===== src/rtl/shld_pkg.sv =====
// Shared types and constants for the sync header length deframer.
`timescale 1ns / 1ps
`default_nettype none

package shld_pkg;

    localparam int BYTE_W      = 8;
    localparam int INDEX_W     = 11;
    localparam int CNT_W       = 16;
    localparam int LEN_W       = 16;
    localparam int OFF_W       = 6;
    localparam int CFG_IDX_W   = 3;
    localparam int CFG_DATA_W  = 8;
    localparam int QUEUE_DEPTH = 2;
    localparam int QPTR_W      = $clog2(QUEUE_DEPTH);
    localparam int QCNT_W      = $clog2(QUEUE_DEPTH + 1);

    localparam logic [CFG_IDX_W-1:0] REG_SYNC_FIRST    = 3'd0;
    localparam logic [CFG_IDX_W-1:0] REG_SYNC_SECOND   = 3'd1;
    localparam logic [CFG_IDX_W-1:0] REG_SYNC_THIRD    = 3'd2;
    localparam logic [CFG_IDX_W-1:0] REG_SYNC_FOURTH   = 3'd3;
    localparam logic [CFG_IDX_W-1:0] REG_LENGTH_OFFSET = 3'd4;

    localparam logic [OFF_W-1:0] LENGTH_OFFSET_RESET = 6'd8;

    localparam logic KIND_HEADER  = 1'b0;
    localparam logic KIND_PAYLOAD = 1'b1;

    typedef struct packed {
        logic               kind;
        logic [BYTE_W-1:0]  byte_value;
        logic [INDEX_W-1:0] byte_index;
        logic               last;
        logic               error;
    } out_word_t;

    typedef struct packed {
        logic      valid;
        out_word_t word;
    } q_head_t;

endpackage

`default_nettype wire


===== src/rtl/shld_front.sv =====
// Front end: configuration registers, start-pattern hunt and header/payload sequencing.
`timescale 1ns / 1ps
`default_nettype none

module shld_front #(
    parameter int HEADER_BYTES = 32,
    parameter int MAX_PAYLOAD  = 1024
) (
    input  wire                                  clk,
    input  wire                                  rst_n,
    input  wire                                  cfg_we,
    input  wire  [shld_pkg::CFG_IDX_W-1:0]       cfg_index,
    input  wire  [shld_pkg::CFG_DATA_W-1:0]      cfg_data,
    input  wire                                  in_valid,
    output logic                                 in_ready,
    input  wire  [shld_pkg::BYTE_W-1:0]          rx_byte,
    input  wire                                  q_full,
    output logic                                 push,
    output shld_pkg::out_word_t                  push_word
);
    import shld_pkg::*;

    localparam logic [CNT_W-1:0] HDR_LAST_IDX = CNT_W'(HEADER_BYTES - 1);
    localparam logic [LEN_W-1:0] HDR_LEN      = LEN_W'(HEADER_BYTES);
    localparam logic [LEN_W:0]   LONG_LIMIT   = (LEN_W + 1)'(HEADER_BYTES + MAX_PAYLOAD);

    typedef enum logic [2:0] {
        ST_HUNT,
        ST_SYNC1,
        ST_SYNC2,
        ST_SYNC3,
        ST_HEADER,
        ST_PAYLOAD
    } state_t;

    state_t             state_reg, state_next;
    logic [CNT_W-1:0]   cnt_reg, cnt_next;
    logic [LEN_W-1:0]   tl_reg, tl_next;
    logic [BYTE_W-1:0]  sync_first_reg;
    logic [BYTE_W-1:0]  sync_second_reg;
    logic [BYTE_W-1:0]  sync_third_reg;
    logic [BYTE_W-1:0]  sync_fourth_reg;
    logic [OFF_W-1:0]   length_offset_reg;

    logic               accept;
    logic               has_word;
    logic [BYTE_W-1:0]  expect_byte;
    logic [LEN_W-1:0]   tl_cap;
    out_word_t          word;

    function automatic logic [LEN_W-1:0] capture(
        input logic [CNT_W-1:0]  idx,
        input logic [BYTE_W-1:0] b,
        input logic [LEN_W-1:0]  tl,
        input logic [OFF_W-1:0]  off
    );
        logic [LEN_W-1:0] res;
        res = tl;
        if (idx == CNT_W'(off))
        begin
            res = {b, tl[BYTE_W-1:0]};
        end
        else if (idx == CNT_W'(off) + CNT_W'(1))
        begin
            res = {tl[LEN_W-1:BYTE_W], b};
        end
        return res;
    endfunction

    assign in_ready  = !q_full;
    assign accept    = in_valid && in_ready;
    assign push      = accept && has_word;
    assign push_word = word;

    always_comb
    begin
        case (state_reg)
            ST_SYNC1: expect_byte = sync_second_reg;
            ST_SYNC2: expect_byte = sync_third_reg;
            default:  expect_byte = sync_fourth_reg;
        endcase
    end

    always_comb
    begin
        state_next      = state_reg;
        cnt_next        = cnt_reg;
        tl_next         = tl_reg;
        has_word        = 1'b0;
        tl_cap          = capture(cnt_reg, rx_byte, tl_reg, length_offset_reg);
        word.kind       = KIND_HEADER;
        word.byte_value = rx_byte;
        word.byte_index = cnt_reg[INDEX_W-1:0];
        word.last       = 1'b0;
        word.error      = 1'b0;
        case (state_reg)
            ST_SYNC1, ST_SYNC2, ST_SYNC3:
            begin
                if (rx_byte == expect_byte)
                begin
                    tl_next    = tl_cap;
                    cnt_next   = cnt_reg + CNT_W'(1);
                    state_next = state_t'(state_reg + 3'd1);
                end
                else if (rx_byte == sync_first_reg)
                begin
                    tl_next    = capture('0, rx_byte, '0, length_offset_reg);
                    cnt_next   = CNT_W'(1);
                    state_next = ST_SYNC1;
                end
                else
                begin
                    cnt_next   = '0;
                    state_next = ST_HUNT;
                end
            end
            ST_HEADER:
            begin
                has_word = 1'b1;
                tl_next  = tl_cap;
                cnt_next = cnt_reg + CNT_W'(1);
                if (cnt_reg >= HDR_LAST_IDX)
                begin
                    if (tl_cap <= HDR_LEN)
                    begin
                        word.last  = 1'b1;
                        cnt_next   = '0;
                        state_next = ST_HUNT;
                    end
                    else if ({1'b0, tl_cap} > LONG_LIMIT)
                    begin
                        word.last  = 1'b1;
                        word.error = 1'b1;
                        cnt_next   = '0;
                        state_next = ST_HUNT;
                    end
                    else
                    begin
                        state_next = ST_PAYLOAD;
                    end
                end
            end
            ST_PAYLOAD:
            begin
                has_word  = 1'b1;
                word.kind = KIND_PAYLOAD;
                cnt_next  = cnt_reg + CNT_W'(1);
                if ({1'b0, cnt_reg} + (CNT_W + 1)'(1) >= {1'b0, tl_reg})
                begin
                    word.last  = 1'b1;
                    cnt_next   = '0;
                    state_next = ST_HUNT;
                end
            end
            default:
            begin
                if (rx_byte == sync_first_reg)
                begin
                    tl_next    = capture('0, rx_byte, '0, length_offset_reg);
                    cnt_next   = CNT_W'(1);
                    state_next = ST_SYNC1;
                end
                else
                begin
                    cnt_next   = '0;
                    state_next = ST_HUNT;
                end
            end
        endcase
    end

    always_ff @(posedge clk or negedge rst_n)
    begin
        if (!rst_n)
        begin
            state_reg         <= ST_HUNT;
            cnt_reg           <= '0;
            tl_reg            <= '0;
            sync_first_reg    <= '0;
            sync_second_reg   <= '0;
            sync_third_reg    <= '0;
            sync_fourth_reg   <= '0;
            length_offset_reg <= LENGTH_OFFSET_RESET;
        end
        else
        begin
            if (accept)
            begin
                state_reg <= state_next;
                cnt_reg   <= cnt_next;
                tl_reg    <= tl_next;
            end
            if (cfg_we)
            begin
                case (cfg_index)
                    REG_SYNC_FIRST:    sync_first_reg    <= cfg_data[BYTE_W-1:0];
                    REG_SYNC_SECOND:   sync_second_reg   <= cfg_data[BYTE_W-1:0];
                    REG_SYNC_THIRD:    sync_third_reg    <= cfg_data[BYTE_W-1:0];
                    REG_SYNC_FOURTH:   sync_fourth_reg   <= cfg_data[BYTE_W-1:0];
                    REG_LENGTH_OFFSET: length_offset_reg <= cfg_data[OFF_W-1:0];
                    default:           ;
                endcase
            end
        end
    end

endmodule

`default_nettype wire


===== src/rtl/shld_queue.sv =====
// Short word queue between the front end and the output stage.
`timescale 1ns / 1ps
`default_nettype none

module shld_queue (
    input  wire                  clk,
    input  wire                  rst_n,
    input  wire                  push,
    input  shld_pkg::out_word_t  push_word,
    output logic                 full,
    input  wire                  pop,
    output shld_pkg::q_head_t    head
);
    import shld_pkg::*;

    out_word_t           slot_reg [QUEUE_DEPTH];
    logic [QPTR_W-1:0]   wr_ptr_reg, wr_ptr_next;
    logic [QPTR_W-1:0]   rd_ptr_reg, rd_ptr_next;
    logic [QCNT_W-1:0]   cnt_reg, cnt_next;

    assign full       = (cnt_reg == QCNT_W'(QUEUE_DEPTH));
    assign head.valid = (cnt_reg != '0);
    assign head.word  = slot_reg[rd_ptr_reg];

    always_comb
    begin
        wr_ptr_next = push ? QPTR_W'(wr_ptr_reg + 1'b1) : wr_ptr_reg;
        rd_ptr_next = pop  ? QPTR_W'(rd_ptr_reg + 1'b1) : rd_ptr_reg;
        case ({push, pop})
            2'b10:   cnt_next = cnt_reg + QCNT_W'(1);
            2'b01:   cnt_next = cnt_reg - QCNT_W'(1);
            default: cnt_next = cnt_reg;
        endcase
    end

    always_ff @(posedge clk)
    begin
        if (push)
        begin
            slot_reg[wr_ptr_reg] <= push_word;
        end
    end

    always_ff @(posedge clk or negedge rst_n)
    begin
        if (!rst_n)
        begin
            wr_ptr_reg <= '0;
            rd_ptr_reg <= '0;
            cnt_reg    <= '0;
        end
        else
        begin
            wr_ptr_reg <= wr_ptr_next;
            rd_ptr_reg <= rd_ptr_next;
            cnt_reg    <= cnt_next;
        end
    end

endmodule

`default_nettype wire


===== src/rtl/shld_back.sv =====
// Output stage: registered result word with valid/ready handshake.
`timescale 1ns / 1ps
`default_nettype none

module shld_back (
    input  wire                                clk,
    input  wire                                rst_n,
    input  shld_pkg::q_head_t                  head,
    output logic                               pop,
    output logic                               out_valid,
    input  wire                                out_ready,
    output logic                               kind,
    output logic [shld_pkg::BYTE_W-1:0]        byte_value,
    output logic [shld_pkg::INDEX_W-1:0]       byte_index,
    output logic                               last,
    output logic                               error
);
    import shld_pkg::*;

    logic      valid_reg, valid_next;
    out_word_t word_reg;

    assign pop        = head.valid && (!valid_reg || out_ready);
    assign valid_next = pop || (valid_reg && !out_ready);

    assign out_valid  = valid_reg;
    assign kind       = word_reg.kind;
    assign byte_value = word_reg.byte_value;
    assign byte_index = word_reg.byte_index;
    assign last       = word_reg.last;
    assign error      = word_reg.error;

    always_ff @(posedge clk)
    begin
        if (pop)
        begin
            word_reg <= head.word;
        end
    end

    always_ff @(posedge clk or negedge rst_n)
    begin
        if (!rst_n)
        begin
            valid_reg <= 1'b0;
        end
        else
        begin
            valid_reg <= valid_next;
        end
    end

endmodule

`default_nettype wire


===== src/rtl/sync_header_length_deframer.sv =====
// Top level of the sync header length deframer.
//
//  Channel   Signals                                          Direction
//  --------  -----------------------------------------------  ---------
//  config    cfg_we, cfg_index, cfg_data                      in
//  input     in_valid, in_ready, rx_byte                      in
//  output    out_valid, out_ready, kind, byte_value,          out
//            byte_index, last, error
//
//  One byte is accepted per cycle while in_ready is high; a word goes into
//  the queue at the edge that accepts its byte, and from the queue into
//  the output register.
//  A two-word queue sits between the sequencer and the output register, so
//  in_ready drops only when that queue is full under output stall.
//  Reset clears the sequencer to hunting, the sync bytes to zero and the
//  length offset to eight.
`timescale 1ns / 1ps
`default_nettype none

module sync_header_length_deframer #(
    parameter int HEADER_BYTES = 32,
    parameter int MAX_PAYLOAD  = 1024
) (
    input  wire                                clk,
    input  wire                                rst_n,
    input  wire                                cfg_we,
    input  wire  [shld_pkg::CFG_IDX_W-1:0]     cfg_index,
    input  wire  [shld_pkg::CFG_DATA_W-1:0]    cfg_data,
    input  wire                                in_valid,
    output logic                               in_ready,
    input  wire  [shld_pkg::BYTE_W-1:0]        rx_byte,
    output logic                               out_valid,
    input  wire                                out_ready,
    output logic                               kind,
    output logic [shld_pkg::BYTE_W-1:0]        byte_value,
    output logic [shld_pkg::INDEX_W-1:0]       byte_index,
    output logic                               last,
    output logic                               error
);
    import shld_pkg::*;

    logic      q_full;
    logic      push;
    logic      pop;
    out_word_t push_word;
    q_head_t   head;

    shld_front #(
        .HEADER_BYTES (HEADER_BYTES),
        .MAX_PAYLOAD  (MAX_PAYLOAD)
    ) u_front (
        .clk       (clk),
        .rst_n     (rst_n),
        .cfg_we    (cfg_we),
        .cfg_index (cfg_index),
        .cfg_data  (cfg_data),
        .in_valid  (in_valid),
        .in_ready  (in_ready),
        .rx_byte   (rx_byte),
        .q_full    (q_full),
        .push      (push),
        .push_word (push_word)
    );

    shld_queue u_queue (
        .clk       (clk),
        .rst_n     (rst_n),
        .push      (push),
        .push_word (push_word),
        .full      (q_full),
        .pop       (pop),
        .head      (head)
    );

    shld_back u_back (
        .clk        (clk),
        .rst_n      (rst_n),
        .head       (head),
        .pop        (pop),
        .out_valid  (out_valid),
        .out_ready  (out_ready),
        .kind       (kind),
        .byte_value (byte_value),
        .byte_index (byte_index),
        .last       (last),
        .error      (error)
    );

endmodule

`default_nettype wire

===== config.mk =====
export PLATFORM = sky130hd
export DESIGN_NAME = sync_header_length_deframer
export DESIGN_NICKNAME = d
export VERILOG_FILES = /design/src/rtl/shld_pkg.sv /design/src/rtl/shld_front.sv /design/src/rtl/shld_queue.sv /design/src/rtl/shld_back.sv /design/src/rtl/sync_header_length_deframer.sv
export SDC_FILE = /design/constraint.sdc
export NUM_CORES = 1
export LEC_CHECK = 0
export ABC_CLOCK_PERIOD_IN_PS = 7700
export CORE_MARGIN = 2
export CORE_UTILIZATION = 65
export CTS_BUF_LIST = sky130_fd_sc_hd__clkbuf_16
export DETAILED_ROUTE_END_ITERATION = 8
export DONT_BUFFER_PORTS = 1
export PLACE_DENSITY = 0.81
export SYNTH_ARGS = -nofsm -noshare
export SYNTH_HDL_FRONTEND = slang
export SYNTH_SLANG_ARGS = --single-unit

===== constraint.sdc =====
create_clock -name clk -period 7.7 [get_ports clk]
set_input_delay 0.385 -clock clk [delete_from_list [all_inputs] [get_ports clk]]
set_output_delay 0.385 -clock clk [all_outputs]
set_load 0.02 [all_outputs]

# Yosys cells after proc, flatten, opt, wreduce, memory -nomap -nowiden
# Memory sizes are Yosys's and may differ from the RTL's. A register that Yosys moved wholly into a read port is not among the register bits.
# Cells that the tools add are included.
# W data, S select, Z words.
[word_totals] out_inout_bits=24 memories=1 ramBits=44 regBits=78 in_bits=24
[op_classes] add_sub_neg=8 bitwise_logic=1 n_eq_ne=18 n_lt_le_gt_ge=4 n_reduce_logical=23 mux=34
[memory_table] name="u_queue.slot_reg" words=2 word_bits=22 rd=1 rd_ports_with_merged_regs=1 wr=1 line="shld_queue.sv:16" source="out_word_t slot_reg [QUEUE_DEPTH];"
[ops] cell="$mux W16" n=9
[ops] cell="$pmux W16 S3" n=2
[ops] cell="$add A16 B1 Y17 const B" n=1
[ops] cell="$ge A17 B16 Y1" n=1
[ops] cell="$add A16 B1 Y16 const B" n=1
[ops] cell="$eq A16 B16 Y1" n=1
[ops] cell="$eq A16 B6 Y1" n=1
[ops] cell="$eq A8 B8 Y1" n=2
[ops] cell="$ge A16 B5 Y1 const B" n=1
[ops] cell="$gt A16 B11 Y1 const B" n=1
[ops] cell="$le A16 B6 Y1 const B" n=1
[ops] cell="$logic_not A16 Y1" n=1
[ops] cell="$mux W8" n=2
[ops] cell="$pmux W8 S2" n=1
[ops] cell="$mux W3" n=5
[ops] cell="$eq A3 B2 Y1 const B" n=4
[ops] cell="$reduce_and A2 Y1" n=6
[ops] cell="$mux W1" n=10
[ops] cell="$eq A3 B3 Y1 const B" n=3
[ops] cell="$pmux W3 S3" n=1
[ops] cell="$add A6 B1 Y7 const B" n=1
[ops] cell="$eq A3 B1 Y1 const B" n=2
[ops] cell="$logic_not A6 Y1" n=1
[ops] cell="$eq A2 B2 Y1 const B" n=2
[ops] cell="other kinds (18)" n=28

# Longest topological paths before layout
[logic_depth] word_depth=9 depth_mapped=17 mapped_depth_nobuf=15

# Hierarchy
# A second synthesis with hierarchy kept.
[hier_totals] cells_unflattened=617 hier_area_um2=7280.7
[modules_own_cells] module="shld_front" area_per_inst_um2=4798.4 cells_per_inst=507 instances=1
[modules_own_cells] module="shld_queue" area_per_inst_um2=1778.0 cells_per_inst=84 instances=1
[modules_own_cells] module="shld_back" area_per_inst_um2=704.4 cells_per_inst=26 instances=1

# Worst setup path after synthesis
# No wires, ideal clock.
[synth_timing] kind="flip-flop to flip-flop" from="register u_front.cnt_reg[2]" to="register u_front.cnt_reg[2]" path_stages_with_launch=18 setup_ps=64 period_less_slack_ps=3659 arrival_ps=3595 path_buffers=2 path_slack_ps=4041 cell_sequence="dfrtp_1 > clkbuf_1 > and3_1 > nand3_1 > nor2_1 > nand3_1 > xnor2_1 > ha_1 > o21ai_0 > o21ai_0 > a2111oi_0 > a21oi_1 > o21ai_0 > nand3_1 > o2111a_1 > buf_6 > nor3_4 > a22o_2"
[synth_via] elab_chain_cells=8 word_cells_on_any_way=16
[synth_lines] element="start: declaration" line="shld_front.sv:37" source="logic [CNT_W-1:0] cnt_reg, cnt_next;"
[synth_lines] element="start signal: assignment" line="shld_front.sv:190" source="cnt_reg <= cnt_next;"
[synth_lines] element="branches (longest 7 deep; another with $add A16 B1 Y17)"
[synth_lines] element="$pmux W16 S3 *" line="shld_front.sv:96" source="case (state_reg)"
# Every way passes the cells marked *.
# A chain may end at the register's enable or synchronous reset.

# Final worst setup path
# Same ends and word-level chain as after synthesis.

==> impl_metrics.ini <==
[outcome]
status = completed

[floorplan]
core_area_um2 = 10700
initial_core_util_pct = 65.9
dieHeight_um = 108
ios = 48
die_w_um = 108
die_area_um2 = 11700
rows = 38

[worst_setup_path]
critPathSlowestCell = dfrtp_1
crit_buf_inv = 0
cp_cell_sequence = and3_1 > nand3_1 > nor2_1 > nand3_1 > xnor2_1 > ha_1 > o21ai_0 > o21ai_0 > a2111oi_0 > a21oi_1 > o21ai_0 > nand3_1 > o2111a_1 > nor3_4 > a22o_2
criticalPathCategory = register to register
cp-end-kind = register
crit_start = u_front.cnt_reg[2]
reg2reg_from = u_front.cnt_reg[2]
path_max_fanout = 12
crit_family = compound AO/OA/AOI/OAI gates
worst_setup_path_start_kind = register
arrival_ps = 5080
cp.required_ps = 8060
reg2reg_slack_ps = 2980
max_stage_delay_ps = 620

[detailed_routing]
via_per_inst = 6.58
drtIter0Drc = 379
ant_nets = 0
routedWlPerCell_um = 23.0
first_pass_iters = 5
num_vias = 4750
wl_um = 16600
drc = 0

[clocking]
root_buffer = clkbuf_16
cts.repair.resized = 0
cts_sinks = 144
insertion_delay_ps = 430
cts_setup_buffers = 0
cts_buffers = 17
htree_levels = 4
cts.clk_slew.worst_paths_ps = 60
cts_tree = done
clockBufferDepth = 2

[synthesis]
synth-seq-cells = 144
synthCells = 568
syn-cell-area_um2 = 7080
ys_warn_count = 0
yosysUniqueCellTypes = 62
ys_seq_area_share_pct = 55.6
syn_area_per_cell_um2 = 12.5
ys_async_sr_fraction_pct = 54.2
synth_edf_count = 66
ys_dominant_reg_cell = dfrtp_1
syn-num-nets = 618

[sta]
fin_skew_ps = 17.0
fin_tns_setup_ps = 0
period_share_pct = 61.3
relSlewSlack_pct = 23.0
hold_violations = 0
rsz0062_at_grt = no
tightest_slew_ps = 1150
whs_ps = 53.4
setup_violations = 0
fin_crit_ps = 4720
slew_viol_final = 0
clock.fmax_mhz = 212
setup_slack_ps = 2980

[cells_and_area]
n_antenna_cell = 0
fillCellCount = 699
layout_commonest_cell = dfrtp_1
fin_util_pct = 73.0
largest_reg_flops = 44
mostFrequentLayoutCells = dfrtp_1 (77), edfxtp_1 (66), mux2_2 (58)
syn_to_final_growth_pct = 10.8
nets = 619
final_layout_size_suffix_gt1_share_pct = 17.5

[flow_run]
max_cap_viol_count = 0

[global_routing]
gr-total-overflow = 0
track_usage_pct = 30.9
antenna_found_initial = 0
grt_pass1_wl_um = 26600
first_global_vias = 4804
grt_max_degree = 79

[hold_path]
min_from = rx_byte[0]
hp-class = primary input to register

[place]
place_hpwl_um = 11200
gp_congestion = 0.972
place_ws_ps = 3280
port_buffers = 0

[pwr]
power_leakage_nw = 3.09
power.density_nw_per_um2 = 350
power_mw = 2.74
vdd_drop_max_v = 0.000225
-- synthesized netlist by cell type, drive strengths merged (15+ instances only) --
cell type	count	share of area, %
mux2	58	9.2
inv	26	1.4
ha	26	4.6
nor2	27	1.4
edfxtp	66	28
nand3	16	1.1
o21ai	17	1.2
nand2	32	1.7
clkbuf	15	0.81
xnor2	37	4.6
a22o	27	3.4
dfrtp	77	27
-- power by group --
part	switching, mW	internal (mW)
clock	0.339	0.547
combinational	0.375	0.291
sequential	0.196	0.996
-- path summary, 6_finish.rpt --
path,to,cells past startpoint
max,u_front.cnt_reg[2],15
max reg2reg,u_front.cnt_reg[2],15
max in group asynchronous,u_front.length_offset_reg[3],2
min,u_queue.slot_reg[0][13],0
min in group asynchronous,u_queue.rd_ptr_reg,2
min reg2reg,u_front.tl_reg[9],1
-- stage by stage --
step                      cells  instance area, um^2
after floorplan             568                 7080
after global placement      688                 7180
after detailed placement    688                 7180
after CTS                   722                 7850
after global routing        722                 7850
final                       722                 7850
-- per-layer routing --
layer  global-route usage [%]  share of wire [%]
met3                     5.91                6.3
met4                     16.4                4.4
met5                        0                  0
met1                     39.3                 40
met2                     50.5                 50
-- final cells by class --
| type | instances | area (um^2) | share of cell area [%] |
|---|---|---|---|
| timing repair buffer | 4 | 52.6 | 0.670 |
| tap | 140 | 175 | 2.23 |
| clock inverter | 15 | 208 | 2.65 |
| clock buffer | 17 | 425 | 5.42 |
| inverter | 27 | 101 | 1.29 |
| multi-input combinational | 375 | 2950 | 37.6 |
| sequential | 144 | 3940 | 50.1 |
-- repair_timing --
item / 4_1_cts / 5_1_grt
endpoints found under the hold margin: 78 / 0
endpoints found under the setup margin: 0 / 0
hold buffers: 2 / 0
-- logic make-up (layout without fill, tap and decap cells) --
group	after synthesis	count (layout)	synth area share [%]
buffers and inverters	49	63	2.86
and+or+nand+nor	139	139	10.3
DFF	144	144	55.6
adders and majority gates	26	26	4.59
muxes	59	59	9.36
xor gates and xnor gates	46	46	5.69
AOI/OAI and AO/OA	105	105	11.6
No activity file was read; power rests on OpenSTA's default activity.
